--- config.mk ---
export PLATFORM = sky130hd
export DESIGN_NAME = battery_status_level_tracker_flat
export DESIGN_NICKNAME = d
export VERILOG_FILES = /design/src/bslt_pkg.sv /design/src/bslt_if.sv /design/src/bslt_core.sv /design/src/battery_status_level_tracker.sv /design/src/flat_wrapper.sv
export SDC_FILE = /design/constraint.sdc
export NUM_CORES = 1
export LEC_CHECK = 0
export ABC_CLOCK_PERIOD_IN_PS = 9100
export BUFFER_PORTS_ARGS = -buffer_cell sky130_fd_sc_hd__buf_2
export CELL_PAD_IN_SITES_DETAIL_PLACEMENT = 2
export CELL_PAD_IN_SITES_GLOBAL_PLACEMENT = 2
export CORE_ASPECT_RATIO = 1.75
export CORE_UTILIZATION = 37
export CTS_CLUSTER_DIAMETER = 200
export CTS_CLUSTER_SIZE = 30
export DETAILED_ROUTE_END_ITERATION = 12
export GPL_ROUTABILITY_DRIVEN = 0
export GPL_TIMING_DRIVEN = 0
export PLACE_DENSITY = 0.87
export SLEW_MARGIN = 25
export SYNTH_ARGS = -nofsm -noshare
export SYNTH_HDL_FRONTEND = slang
export SYNTH_SLANG_ARGS = --single-unit
--- constraint.sdc ---
create_clock -name clk -period 9.1 [get_ports clk]
set_input_delay 1.365 -clock clk [delete_from_list [all_inputs] [get_ports clk]]
set_output_delay 1.365 -clock clk [all_outputs]
set_load 0.03 [all_outputs]
--- src/bslt_pkg.sv ---
// Package for the battery status and level tracker: codes, register map,
// payload and configuration structs, and the voltage-to-level table.
// No dependencies; every other file of the block imports it.
`timescale 1ns / 1ps

package bslt_pkg;

  // Field widths
  localparam int FUNC_W    = 2;
  localparam int CODE_W    = 7;
  localparam int CHG_W     = 2;
  localparam int STATUS_W  = 3;
  localparam int LEVEL_W   = 8;
  localparam int MV_W      = 13;
  localparam int POLL_W    = 4;
  localparam int APB_AW    = 5;
  localparam int APB_DW    = 32;
  localparam int VBAT_CODES = 1 << CODE_W;

  // Operation codes
  localparam logic [FUNC_W-1:0] FUNC_STATUS = 2'd0;
  localparam logic [FUNC_W-1:0] FUNC_LEVEL  = 2'd1;
  localparam logic [FUNC_W-1:0] FUNC_RESEED = 2'd2;

  // Charger states
  localparam logic [CHG_W-1:0] CHG_NONE = 2'd0;
  localparam logic [CHG_W-1:0] CHG_PRE  = 2'd1;
  localparam logic [CHG_W-1:0] CHG_FAST = 2'd2;
  localparam logic [CHG_W-1:0] CHG_DONE = 2'd3;

  // Reported status
  localparam logic [STATUS_W-1:0] ST_UNKNOWN     = 3'd0;
  localparam logic [STATUS_W-1:0] ST_NO_BATT     = 3'd1;
  localparam logic [STATUS_W-1:0] ST_CHARGING    = 3'd2;
  localparam logic [STATUS_W-1:0] ST_CHARGED     = 3'd3;
  localparam logic [STATUS_W-1:0] ST_DISCHARGING = 3'd4;

  // Register indexes (byte address is four times the index)
  localparam logic [2:0] REG_ENABLE         = 3'd0;
  localparam logic [2:0] REG_BATT_FLOOR_MV  = 3'd1;
  localparam logic [2:0] REG_MIN_CHARGE_MA  = 3'd2;
  localparam logic [2:0] REG_RAMP_POLLS     = 3'd3;
  localparam logic [2:0] REG_DEBOUNCE_READS = 3'd4;

  // Register reset values
  localparam logic [MV_W-1:0]   BATT_FLOOR_MV_RST  = 13'd3000;
  localparam logic [MV_W-1:0]   MIN_CHARGE_MA_RST  = 13'd50;
  localparam logic [POLL_W-1:0] RAMP_POLLS_RST     = 4'd5;
  localparam logic [POLL_W-1:0] DEBOUNCE_READS_RST = 4'd3;

  // Conversion constants
  localparam int MV_BASE       = 2304;
  localparam int MV_STEP       = 20;
  localparam int MA_STEP       = 50;
  localparam int LEVEL_MIN_MV  = 3270;
  localparam int LEVEL_MAX_MV  = 4200;
  localparam int LEVEL_SPAN_MV = LEVEL_MAX_MV - LEVEL_MIN_MV;
  localparam int LEVEL_FULL    = 100;

  localparam logic signed [LEVEL_W-1:0] LEVEL_NONE = -8'sd1;
  localparam logic [POLL_W-1:0]         COUNT_MAX  = '1;

  typedef struct packed {
    logic              enable;
    logic [MV_W-1:0]   batt_floor_mv;
    logic [MV_W-1:0]   min_charge_ma;
    logic [POLL_W-1:0] ramp_polls;
    logic [POLL_W-1:0] debounce_reads;
  } cfg_t;

  typedef struct packed {
    logic [FUNC_W-1:0] func;
    logic [CODE_W-1:0] vbat_code;
    logic [CHG_W-1:0]  charge_state;
    logic [CODE_W-1:0] current_code;
  } meas_t;

  typedef struct packed {
    logic [STATUS_W-1:0]       status;
    logic signed [LEVEL_W-1:0] level;
    logic [MV_W-1:0]           voltage_mv;
  } report_t;

  typedef logic [CODE_W-1:0] level_lut_t [VBAT_CODES];

  // Percent level for each voltage code, worked out at elaboration.
  function automatic level_lut_t build_level_lut();
    level_lut_t lut;
    int         mv;
    int         pct;
    for (int c = 0; c < VBAT_CODES; c++) begin
      mv = (c == 0) ? 0 : c * MV_STEP + MV_BASE;
      if (mv <= LEVEL_MIN_MV) begin
        pct = 0;
      end else begin
        pct = (mv - LEVEL_MIN_MV) * LEVEL_FULL / LEVEL_SPAN_MV;
        if (pct > LEVEL_FULL) begin
          pct = LEVEL_FULL;
        end
      end
      lut[c] = CODE_W'(pct);
    end
    return lut;
  endfunction

  localparam level_lut_t LEVEL_LUT = build_level_lut();

endpackage

--- src/bslt_if.sv ---
// Handshake channels of the battery status and level tracker: the
// measurement channel and the report channel. Depends on bslt_pkg.
`timescale 1ns / 1ps

interface bslt_meas_if import bslt_pkg::*; ();
  logic              valid;
  logic              ready;
  logic [FUNC_W-1:0] func;
  logic [CODE_W-1:0] vbat_code;
  logic [CHG_W-1:0]  charge_state;
  logic [CODE_W-1:0] current_code;

  modport source (output valid, func, vbat_code, charge_state, current_code, input ready);
  modport sink (input valid, func, vbat_code, charge_state, current_code, output ready);
endinterface

interface bslt_report_if import bslt_pkg::*; ();
  logic                      valid;
  logic                      ready;
  logic [STATUS_W-1:0]       status;
  logic signed [LEVEL_W-1:0] level;
  logic [MV_W-1:0]           voltage_mv;

  modport source (output valid, status, level, voltage_mv, input ready);
  modport sink (input valid, status, level, voltage_mv, output ready);
endinterface

--- src/bslt_core.sv ---
// Tracker core: decodes one registered measurement, classifies the battery,
// and holds the level and debounce state. Depends on bslt_pkg.
`timescale 1ns / 1ps

module bslt_core import bslt_pkg::*; (
  input  logic    clk,
  input  logic    rst,
  input  cfg_t    cfg,
  input  logic    fire,
  input  meas_t   meas,
  output report_t report
);

  logic signed [LEVEL_W-1:0] last_level, last_level_next;
  logic [POLL_W-1:0]         ramp_count, ramp_count_next;
  logic                      was_charging, was_charging_next;
  logic [POLL_W-1:0]         low_count, low_count_next;

  logic [MV_W-1:0]     mv;
  logic [MV_W-1:0]     ma;
  logic                above_floor;
  logic [CODE_W-1:0]   map_level;
  logic [POLL_W-1:0]   low_count_inc;
  logic [STATUS_W-1:0] cls_status;
  logic [POLL_W-1:0]   cls_low_count;
  logic                charging;
  logic [POLL_W-1:0]   ramp_base;
  logic [POLL_W-1:0]   ramp_inc;
  logic                rising;

  // Decode voltage and current; the level comes from the constant table.
  always_comb begin
    mv = (meas.vbat_code == '0) ? '0
       : MV_W'(MV_BASE) + MV_W'(meas.vbat_code) * MV_W'(MV_STEP);
    ma          = MV_W'(meas.current_code) * MV_W'(MA_STEP);
    above_floor = (mv >= cfg.batt_floor_mv);
    map_level   = LEVEL_LUT[meas.vbat_code];
  end

  // Classification with the saturating low-current debounce.
  always_comb begin
    low_count_inc = (low_count == COUNT_MAX) ? low_count : low_count + 1'b1;
    cls_low_count = low_count;
    cls_status    = ST_DISCHARGING;
    if (!above_floor) begin
      cls_status = ST_NO_BATT;
    end else begin
      case (meas.charge_state)
        CHG_PRE, CHG_FAST: begin
          if (ma < cfg.min_charge_ma) begin
            cls_low_count = low_count_inc;
            cls_status    = (low_count_inc >= cfg.debounce_reads) ? ST_NO_BATT : ST_CHARGING;
          end else begin
            cls_low_count = '0;
            cls_status    = ST_CHARGING;
          end
        end
        CHG_DONE: cls_status = ST_CHARGED;
        default:  cls_status = ST_DISCHARGING;
      endcase
    end
  end

  // Rate-limit terms for the level update.
  always_comb begin
    charging  = (cls_status == ST_CHARGING) || (cls_status == ST_CHARGED);
    ramp_base = (was_charging && !charging) ? '0 : ramp_count;
    ramp_inc  = ramp_base + 1'b1;
    rising    = !last_level[LEVEL_W-1] && (LEVEL_W'(map_level) > LEVEL_W'(last_level));
  end

  // Operation select: report fields and next state.
  always_comb begin
    report.status     = ST_UNKNOWN;
    report.level      = LEVEL_NONE;
    report.voltage_mv = cfg.enable ? mv : '0;
    last_level_next   = last_level;
    ramp_count_next   = ramp_count;
    was_charging_next = was_charging;
    low_count_next    = low_count;
    if (cfg.enable) begin
      unique case (meas.func)
        FUNC_STATUS: begin
          report.status  = cls_status;
          low_count_next = cls_low_count;
        end
        FUNC_LEVEL: begin
          report.status  = cls_status;
          low_count_next = cls_low_count;
          if (cls_status == ST_NO_BATT) begin
            was_charging_next = 1'b0;
          end else begin
            was_charging_next = charging;
            if (rising) begin
              if (!charging) begin
                ramp_count_next = ramp_base;
                last_level_next = last_level;
              end else if (ramp_inc >= cfg.ramp_polls) begin
                ramp_count_next = '0;
                last_level_next = last_level + 8'sd1;
              end else begin
                ramp_count_next = ramp_inc;
                last_level_next = last_level;
              end
            end else begin
              ramp_count_next = '0;
              last_level_next = LEVEL_W'(map_level);
            end
            report.level = last_level_next;
          end
        end
        FUNC_RESEED: begin
          if (above_floor) begin
            last_level_next = LEVEL_W'(map_level);
          end
          ramp_count_next   = '0;
          was_charging_next = 1'b0;
          report.level      = last_level_next;
        end
        default: begin
          report.level = LEVEL_NONE;
        end
      endcase
    end
  end

  // Tracker state, updated once per measurement leaving the input register.
  always_ff @(posedge clk) begin
    if (rst) begin
      last_level   <= LEVEL_NONE;
      ramp_count   <= '0;
      was_charging <= 1'b0;
      low_count    <= '0;
    end else if (fire) begin
      last_level   <= last_level_next;
      ramp_count   <= ramp_count_next;
      was_charging <= was_charging_next;
      low_count    <= low_count_next;
    end
  end

endmodule

--- src/battery_status_level_tracker.sv ---
// Battery status and level tracker. A measurement transaction on meas
// carries an operation, a voltage code, a charger state and a current code;
// each one produces exactly one report transaction with status, percent level
// and decoded millivolts. The block takes one measurement every clock cycle
// while the report channel is not stalled; a report passes through the input
// register and then the report register, with the tracker state updated as the
// measurement leaves the input register. Configuration
// registers sit on the APB port at byte addresses 0x00 enable, 0x04 no-battery
// floor (mV), 0x08 minimum charge current (mA), 0x0C polls per upward step and
// 0x10 debounce reads; write them while idle.
// Depends on bslt_pkg, bslt_if and bslt_core.
`timescale 1ns / 1ps

module battery_status_level_tracker import bslt_pkg::*; (
  input  logic               clk,
  input  logic               rst,
  input  logic               psel,
  input  logic               penable,
  input  logic               pwrite,
  input  logic [APB_AW-1:0]  paddr,
  input  logic [APB_DW-1:0]  pwdata,
  output logic [APB_DW-1:0]  prdata,
  output logic               pready,
  bslt_meas_if.sink          meas,
  bslt_report_if.source      report
);

  cfg_t       cfg;
  logic [2:0] reg_index;
  logic       cfg_write;

  logic       stage_valid;
  meas_t      stage_meas;
  logic       stage_fire;
  report_t    core_report;
  logic       report_valid;
  report_t    report_data;

  // Configuration registers
  assign pready    = 1'b1;
  assign reg_index = paddr[APB_AW-1:2];
  assign cfg_write = psel && penable && pwrite && pready;

  always_ff @(posedge clk) begin
    if (rst) begin
      cfg.enable         <= 1'b0;
      cfg.batt_floor_mv  <= BATT_FLOOR_MV_RST;
      cfg.min_charge_ma  <= MIN_CHARGE_MA_RST;
      cfg.ramp_polls     <= RAMP_POLLS_RST;
      cfg.debounce_reads <= DEBOUNCE_READS_RST;
    end else if (cfg_write) begin
      unique case (reg_index)
        REG_ENABLE:         cfg.enable         <= pwdata[0];
        REG_BATT_FLOOR_MV:  cfg.batt_floor_mv  <= pwdata[MV_W-1:0];
        REG_MIN_CHARGE_MA:  cfg.min_charge_ma  <= pwdata[MV_W-1:0];
        REG_RAMP_POLLS:     cfg.ramp_polls     <= pwdata[POLL_W-1:0];
        REG_DEBOUNCE_READS: cfg.debounce_reads <= pwdata[POLL_W-1:0];
        default: ;
      endcase
    end
  end

  // Register read-back
  always_comb begin
    unique case (reg_index)
      REG_ENABLE:         prdata = APB_DW'(cfg.enable);
      REG_BATT_FLOOR_MV:  prdata = APB_DW'(cfg.batt_floor_mv);
      REG_MIN_CHARGE_MA:  prdata = APB_DW'(cfg.min_charge_ma);
      REG_RAMP_POLLS:     prdata = APB_DW'(cfg.ramp_polls);
      REG_DEBOUNCE_READS: prdata = APB_DW'(cfg.debounce_reads);
      default:            prdata = '0;
    endcase
  end

  // Input register: moves on whenever the report register can take its result.
  assign stage_fire = stage_valid && (!report_valid || report.ready);
  assign meas.ready = !stage_valid || stage_fire;

  always_ff @(posedge clk) begin
    if (rst) begin
      stage_valid <= 1'b0;
    end else if (meas.ready) begin
      stage_valid <= meas.valid;
    end
    if (meas.valid && meas.ready) begin
      stage_meas.func         <= meas.func;
      stage_meas.vbat_code    <= meas.vbat_code;
      stage_meas.charge_state <= meas.charge_state;
      stage_meas.current_code <= meas.current_code;
    end
  end

  bslt_core u_core (
    .clk    (clk),
    .rst    (rst),
    .cfg    (cfg),
    .fire   (stage_fire),
    .meas   (stage_meas),
    .report (core_report)
  );

  // Report register
  always_ff @(posedge clk) begin
    if (rst) begin
      report_valid <= 1'b0;
    end else if (stage_fire) begin
      report_valid <= 1'b1;
    end else if (report.ready) begin
      report_valid <= 1'b0;
    end
    if (stage_fire) begin
      report_data <= core_report;
    end
  end

  assign report.valid      = report_valid;
  assign report.status     = report_data.status;
  assign report.level      = report_data.level;
  assign report.voltage_mv = report_data.voltage_mv;

endmodule
--- src/flat_wrapper.sv ---
// flat-port wrapper written by rule: the top's interface ports become plain ports
module battery_status_level_tracker_flat import bslt_pkg::*;
  (clk, rst, psel, penable, pwrite, paddr, pwdata, prdata, pready, meas_valid, meas_func, meas_vbat_code, meas_charge_state, meas_current_code, meas_ready, report_valid, report_status, report_level, report_voltage_mv, report_ready);
  bslt_meas_if meas_i ();
  bslt_report_if report_i ();
  input  logic clk;
  input  logic rst;
  input  logic psel;
  input  logic penable;
  input  logic pwrite;
  input  logic [APB_AW-1:0] paddr;
  input  logic [APB_DW-1:0] pwdata;
  output logic [APB_DW-1:0] prdata;
  output logic pready;
  input wire logic [$bits(meas_i.valid)-1:0] meas_valid;
  input wire logic [$bits(meas_i.func)-1:0] meas_func;
  input wire logic [$bits(meas_i.vbat_code)-1:0] meas_vbat_code;
  input wire logic [$bits(meas_i.charge_state)-1:0] meas_charge_state;
  input wire logic [$bits(meas_i.current_code)-1:0] meas_current_code;
  output wire logic [$bits(meas_i.ready)-1:0] meas_ready;
  output wire logic [$bits(report_i.valid)-1:0] report_valid;
  output wire logic [$bits(report_i.status)-1:0] report_status;
  output wire logic [$bits(report_i.level)-1:0] report_level;
  output wire logic [$bits(report_i.voltage_mv)-1:0] report_voltage_mv;
  input wire logic [$bits(report_i.ready)-1:0] report_ready;
  assign meas_i.valid = meas_valid;
  assign meas_i.func = meas_func;
  assign meas_i.vbat_code = meas_vbat_code;
  assign meas_i.charge_state = meas_charge_state;
  assign meas_i.current_code = meas_current_code;
  assign meas_ready = meas_i.ready;
  assign report_valid = report_i.valid;
  assign report_status = report_i.status;
  assign report_level = report_i.level;
  assign report_voltage_mv = report_i.voltage_mv;
  assign report_i.ready = report_ready;
  battery_status_level_tracker u_core (.clk(clk), .rst(rst), .psel(psel), .penable(penable), .pwrite(pwrite), .paddr(paddr), .pwdata(pwdata), .prdata(prdata), .pready(pready), .meas(meas_i), .report(report_i));
endmodule
==> results of run 1 <==
## cells by family (layout without fill, tap and decap cells)
kind of cell	count (synthesis)	after routing	share of synthesized area, %
AOI/OAI and AO/OA	188	188	18.4
xor gates and xnor gates	19	19	2.39
adders and majority gates	94	94	17.2
buffers and inverters	120	212	7.85
DFF	94	94	32.8
muxes	23	23	3.56
other	2	22	0.108
and+or+nand+nor	255	255	17.7
## worst paths after layout
kind | start | end | slack [ps] | depth (start not counted)
setup / recovery | u_core.stage_meas[2] | u_core.report.level[1] | 1650 | 25
hold reg to reg | u_core.cfg[31] | u_core.cfg[31] | 490 | 2
hold / removal | u_core.cfg[31] | u_core.cfg[31] | 490 | 2
setup reg to reg | u_core.stage_meas[2] | u_core.report.level[1] | 1650 | 25
## critical path: cells and delay by family, from the launching register on
family | cells | cell delay, ps
AOI/OAI and AO/OA | 10 | 1900
xor gates and xnor gates | 1 | 140
adders and majority gates | 7 | 2380
DFF | 1 | 450
muxes | 1 | 300
and+or+nand+nor | 6 | 2010
## registers in the layout, indices dropped and copies added, names as in the netlist
| register | cells |
|---|---|
| u_core.report.status | 3 |
| u_core.u_core.last_level | 8 |
| u_core.cfg | 35 |
| u_core.report.level | 8 |
| u_core.u_core.ramp_count | 4 |
| u_core.report.valid | 1 |
| u_core.stage_valid | 1 |
| u_core.u_core.low_count | 4 |
| u_core.u_core.was_charging | 1 |
| u_core.report.voltage_mv | 11 |
| u_core.stage_meas | 18 |
## area by class of cell
type | count | share of cell area [%]
plain buffers | 55 | 3.76
inverters | 65 | 3.03
flip-flops and latches | 94 | 28.4
clock inverters | 2 | 0.140
well taps | 238 | 3.70
repair buffers | 76 | 5.01
clock buffers | 14 | 3.56
multi-input cells | 601 | 52.4
## stage by stage
step	hold slack (ps)	total power, mW
after global placement	461	0.802
after global routing	502	1.27
final	489	1.22
after floorplan	444	0.709
after detailed placement	477	0.824
after CTS	489	1.23
## routing by layer
metal  share of wire [%]  GRT usage [%]
met4                 5.8           16.1
met2                  56           51.6
met1                  36           24.5
met5                   0              0
met3                 2.6           3.54
## Yosys cell counts, types with 4 or more instances
cell       count
dfxtp_1       54
mux2i_1       18
a22oi_1       13
nand3_1       18
ha_1          91
a211oi_1       5
nand2_1       85
inv_1         65
clkbuf_1      25
nand4_1        6
nand2b_1       8
nor3_1        15
and3_1        10
a21o_1         8
edfxtp_1      40
o21ai_0       26
xnor2_1       17
o22ai_1        7
o211ai_1      18
a21oi_1       54
o2111ai_1      5
a31oi_1        8
and2_1        16
nor2_1        61
buf_4         25
nor2b_1       19
mux2_2         4
## where the power goes
| group | switching, mW | internal, mW |
|---|---|---|
| sequential | 0.00883 | 0.449 |
| clock | 0.176 | 0.219 |
| combinational | 0.235 | 0.129 |
| total | 0.420 | 0.797 |
==> impl_metrics.toml, run 1 <==
[routing]
postRouteAntennaNets = 0
drt_iter0_markers = 111
via_per_inst = 5.63
wl_per_cell_um = 21.2
drc = 0
vias = 6442
drt_pass1_iterations = 5
totalWireLength_um = 24300

[pwr]
powerDensity_nw_per_um2 = 151
p_leak_nw = 3.52
vdd_ir_drop_max_mv = 0.0769

[timing]
slew_viol_final = 0
setup-violations-final = 0
skew_ps = 7.16
fin_setup_tns_ps = 0
fin_crit_sh_pct = 81.8
worst_pin_slew_ps = 869
fmax_mhz = 134
finalHoldViolCount = 0
grt_setup_unrepaired = "no"
relSlewSlack_pct = 42.1
period_minus_slack_ps = 7450
fin_ws_ps = 1650

[finish]
fillers = 2147
mostFrequentLayoutCell = "ha_1"
area_growth_pct = 15.5
post-route-util_pct = 43.5
final-seq-area_um2 = 2280
multiInputGateArea_um2 = 4220
final_cells = 1145
fin_area_um2 = 8050
layout-drive-gt1-share_pct = 15.9
antennaDiodeCount = 0
final_nets = 1058
layout_common_cells = "ha_1, nand2_1, buf_2"

[cts]
ctsHoldBuffers = 0
cts_buffers = 9
cts-root-buf = "clkbuf_16"
clock_latency_ps = 370
post-cts-setup-buffers = 0
cts-resized-gates = 0
clk_pin_slew_ps = 70
cts_sinks = 94
cts_tree = "built"
cts_max_level = 3
cts_buffer_depth = 2

[placement]
pre_cts_slack_ps = 1600
placed_area_um2 = 7750
placed_cells = 1129
port_buffers = 75
dp_hpwl_um = 18900

[synth]
synthCells = 795
netlist_area_um2 = 6970
yosysWarnings = 0
synth_cell_types = 77
yosysSeqAreaShare_pct = 32.8
synth_edf_count = 40
syn_area_per_cell_um2 = 8.76
synth_top_area_cell = "edfxtp_1"
synthTopCellsByArea = "edfxtp_1, ha_1, dfxtp_1, nand2_1, a21oi_1"
synth_top_area_share_pct = 17.2
ys_ff_latch = 94
synthArstFlopShare_pct = 0
synth_top_flop_cell = "dfxtp_1"

[die]
fp.dieH_um = 184
coreArea_um2 = 18500
ios = 121
die_area_um2 = 19400
initial_utilization_pct = 37.7
rows = 66
fp.dieW_um = 106

[global_routing]
grt_util_all_layers_pct = 26.0
grt_pass1_wl_um = 38600
grt_overflow_total = 0
grt_pass1_vias = 7269
grt_max_degree = 22
antenna_found_initial = 0

[critical_path]
critPathMaxStageDelay_ps = 570
worst-setup-path-type = "flop to flop"
crit_fanout = 10
crit_path_frequent_cell = "ha_1"
critPathArrivalTime_ps = 7560
crit_path_top_delay_cell = "nor3_4"
end_kind = "flop"
worst_ep_required_time_ps = 9210
start_kind = "flop"

[run]
drv_cap = 0

[worst_hold_path]
hold_class = "flop to flop"

[outcome]
status = "completed"
No activity file was read; power rests on OpenSTA's default activity.
==> run 2: changes to the inputs <==
- ABC_AREA: not set -> 1
- ABC_CLOCK_PERIOD_IN_PS: 9100 -> 6760
- CORE_UTILIZATION: 37 -> 30
- PLACE_DENSITY: 0.87 -> 0.79
- clock period: 9.1 -> 6.76 ns (I/O delays scaled with it)
==> run 2 against run 1 <==
Effect of this change: count of clock-buffer cells in the layout shrank 3; critical path type unchanged; via count shrank 0.87%; sequential power grew 35%; sequential share of layout area shrank 0.14 points; largest power group unchanged; setup slack lost 1200 ps; first-iteration DRC count grew 12%.
==> impl_metrics.toml, run 2 <==
[outcome]
status = "completed"

[critical_path]
r2r_end = "u_core.report.level[3]"
crit_path_top_delay_cell = "fa_1"
start_kind = "flop"
critPathMaxStageDelay_ps = 550
critPathArrivalTime_ps = 6420
worst-setup-path-type = "flop to flop"
r2r_cells = 36
worst_ep_required_time_ps = 6840
r2r-start = "u_core.stage_meas[2]"
crit_path_frequent_cell = "nand2_1"
end_kind = "flop"
crit_fanout = 10
ff2ff_setup_slack_ps = 420

[cts]
cts-root-buf = "clkbuf_16"
clk_pin_slew_ps = 70
cts_sinks = 94
cts_buffers = 9
clock_latency_ps = 360
cts_buffer_depth = 2
cts_max_level = 3
cts_tree = "built"
ctsHoldBuffers = 0

[pwr]
total_power_mw = 1.62
swShare_pct = 35.3
p_int_mw = 1.05
p_leak_nw = 3.81
power.switching_mw = 0.571
powerDensity_nw_per_um2 = 200
combPwrFrac_pct = 30.2
power_frac_seq_pct = 38.2
vdd_ir_drop_max_mv = 0.104
clkPwrFrac_pct = 31.6

[finish]
fillers = 2649
mostFrequentLayoutCell = "nand2_1"
area_growth_pct = 18.0
largest-register = "u_core.cfg"
multiInputGateArea_um2 = 3960
largest_reg_flops = 35
layout_common_cells = "nand2_1, inv_1, ha_1"
final_nets = 1133
layout-drive-gt1-share_pct = 16.7
final-seq-area_um2 = 2280
antennaDiodeCount = 0

[die]
coreArea_um2 = 22300
fp.dieW_um = 116
initial_utilization_pct = 30.8
ios = 121
rows = 72
die_area_um2 = 23500
fp.dieH_um = 202

[routing]
met1_length_um = 8210
wl_met2_um = 13100
wl_met3_um = 555
wl_per_cell_um = 17.7
vias = 6386
top_layer = "met4"
drt_pass1_iterations = 4
totalWireLength_um = 22600
drc = 0
drt_iter0_markers = 124
via_per_inst = 5.00
postRouteAntennaNets = 0

[timing]
fin_crit_sh_pct = 93.9
grt_setup_unrepaired = "no"
fmax_mhz = 158
setup-violations-final = 0
slew_viol_final = 0
period_minus_slack_ps = 6340
fin_setup_tns_ps = 0
worst_pin_slew_ps = 1060
relSlewSlack_pct = 29.1
skew_ps = 9.57
finalHoldViolCount = 0

[global_routing]
grt_util_all_layers_pct = 20.2
grt_pass1_wl_um = 35900
antenna_found_initial = 0
grt_overflow_total = 0
grt_pass1_vias = 7115
grt_max_degree = 24

[worst_hold_path]
hold_class = "flop to flop"
hold_depth = 2
hp-start = "u_core.cfg[31]"
holdPathEnd = "u_core.cfg[31]"

[placement]
dp_hpwl_um = 18600
port_buffers = 76

[synth]
synth_top_area_cell = "edfxtp_1"
synthCells = 868
ys_ff_latch = 94
synthArstFlopShare_pct = 0
synth_edf_count = 40
syn_area_per_cell_um2 = 7.89
yosysWarnings = 0
netlist_area_um2 = 6850
synth_common_cells = "nand2_1, inv_1, ha_1"
synthTopCellsByArea = "edfxtp_1, ha_1, dfxtp_1, nand2_1, inv_1"
yosysSeqAreaShare_pct = 33.3
synth_top_area_share_pct = 17.5
yosysMostFrequentCell = "nand2_1"
synth_top_flop_cell = "dfxtp_1"
synth_cell_types = 53

[run]
drv_cap = 0
-- run 2: cell count changes after synthesis, moves of 15 or more --
cell,change
nand2_1,+72
inv_1,+63
o21ai_0,+31
nor2_1,-25
nand3_1,+23
a21oi_1,+21
nor2b_1,-19
mux2i_1,-18
clkbuf_1,-15
-- run 2: final cells by class --
type / count / share of cell area [%]
sequential: 94 / 28.2
clock buffer: 11 / 3.14
timing repair buffer: 78 / 4.89
multi-input combinational: 613 / 48.9
inverter: 139 / 6.48
tap: 296 / 4.58
clock inverter: 5 / 0.387
buffer: 42 / 3.37
-- run 2: cell families after synthesis --
logic type | synth area share (%)
fa+ha+maj | 17.5
other cells | 0.110
xor+xnor | 1.92
compound gates | 16.1
buf+inv | 11.5
simple gates | 19.6
flops | 33.3
-- run 2: per-layer routing --
metal | vias up | global-route usage (%)
li1 | 3122 | -
met1 | 3114 | 19.4
met2 | 116 | 41.3
met3 | 34 | 2.61
met4 | 0 | 7.83
met5 | - | 0
-- run 2: what timing repair did --
| item | 4_1_cts | 5_1_grt |
|---|---|---|
| gates resized for setup | 8 | 14 |
| pin swaps | 0 | 9 |
| buffers inserted | 1 | 1 |
| setup endpoints to repair | 20 | 20 |
-- run 2: through the flow --
stage | cells | hold WS, ps | utilization (%) | cell area, um2 | setup WS (ps)
3_3_place_gp | 1260 | 476 | 34.5 | 7680 | -182
6_report | 1278 | 497 | 36.3 | 8090 | 416
4_1_cts | 1277 | 501 | 36.0 | 8010 | 34.9
5_1_grt | 1278 | 516 | 36.3 | 8090 | 23.8
2_1_floorplan | 888 | 445 | - | 6930 | 1040
3_5_place_dp | 1260 | 489 | 34.5 | 7680 | -445
-- run 2: worst max-delay path by stage --
stage                                    start                     endpoint  slack (ps)  cells after the start
final                     u_core.stage_meas[2]       u_core.report.level[3]         420                     36
after global routing      u_core.stage_meas[2]       u_core.report.level[3]          20                     36
after CTS                 u_core.stage_meas[2]       u_core.report.level[3]          30                     36
after detailed placement  u_core.stage_meas[2]       u_core.report.level[3]        -450                     36
after global placement    u_core.stage_meas[2]  u_core.u_core.last_level[7]        -180                     37
after floorplan           u_core.stage_meas[2]       u_core.report.level[5]        1040                     37
-- run 2: power groups by stage --
stage | combinational (mW) | clock [mW] | sequential, mW
floorplan | 0.322 | 0 | 0.634
global placement | 0.444 | 0 | 0.630
detailed placement | 0.466 | 0 | 0.631
CTS | 0.487 | 0.527 | 0.618
global route | 0.547 | 0.543 | 0.619
finish | 0.489 | 0.511 | 0.618
-- run 2: critical path, delay by kind of cell (launching register included) --
| kind | cells | cell delay (ps) |
|---|---|---|
| AND/OR/NAND/NOR | 20 | 2180 |
| XOR/XNOR | 1 | 80 |
| adder cells (fa/ha/maj) | 7 | 2180 |
| buffers and inverters | 2 | 290 |
| flip-flops | 1 | 450 |
| AO/OA/AOI/OAI | 6 | 850 |
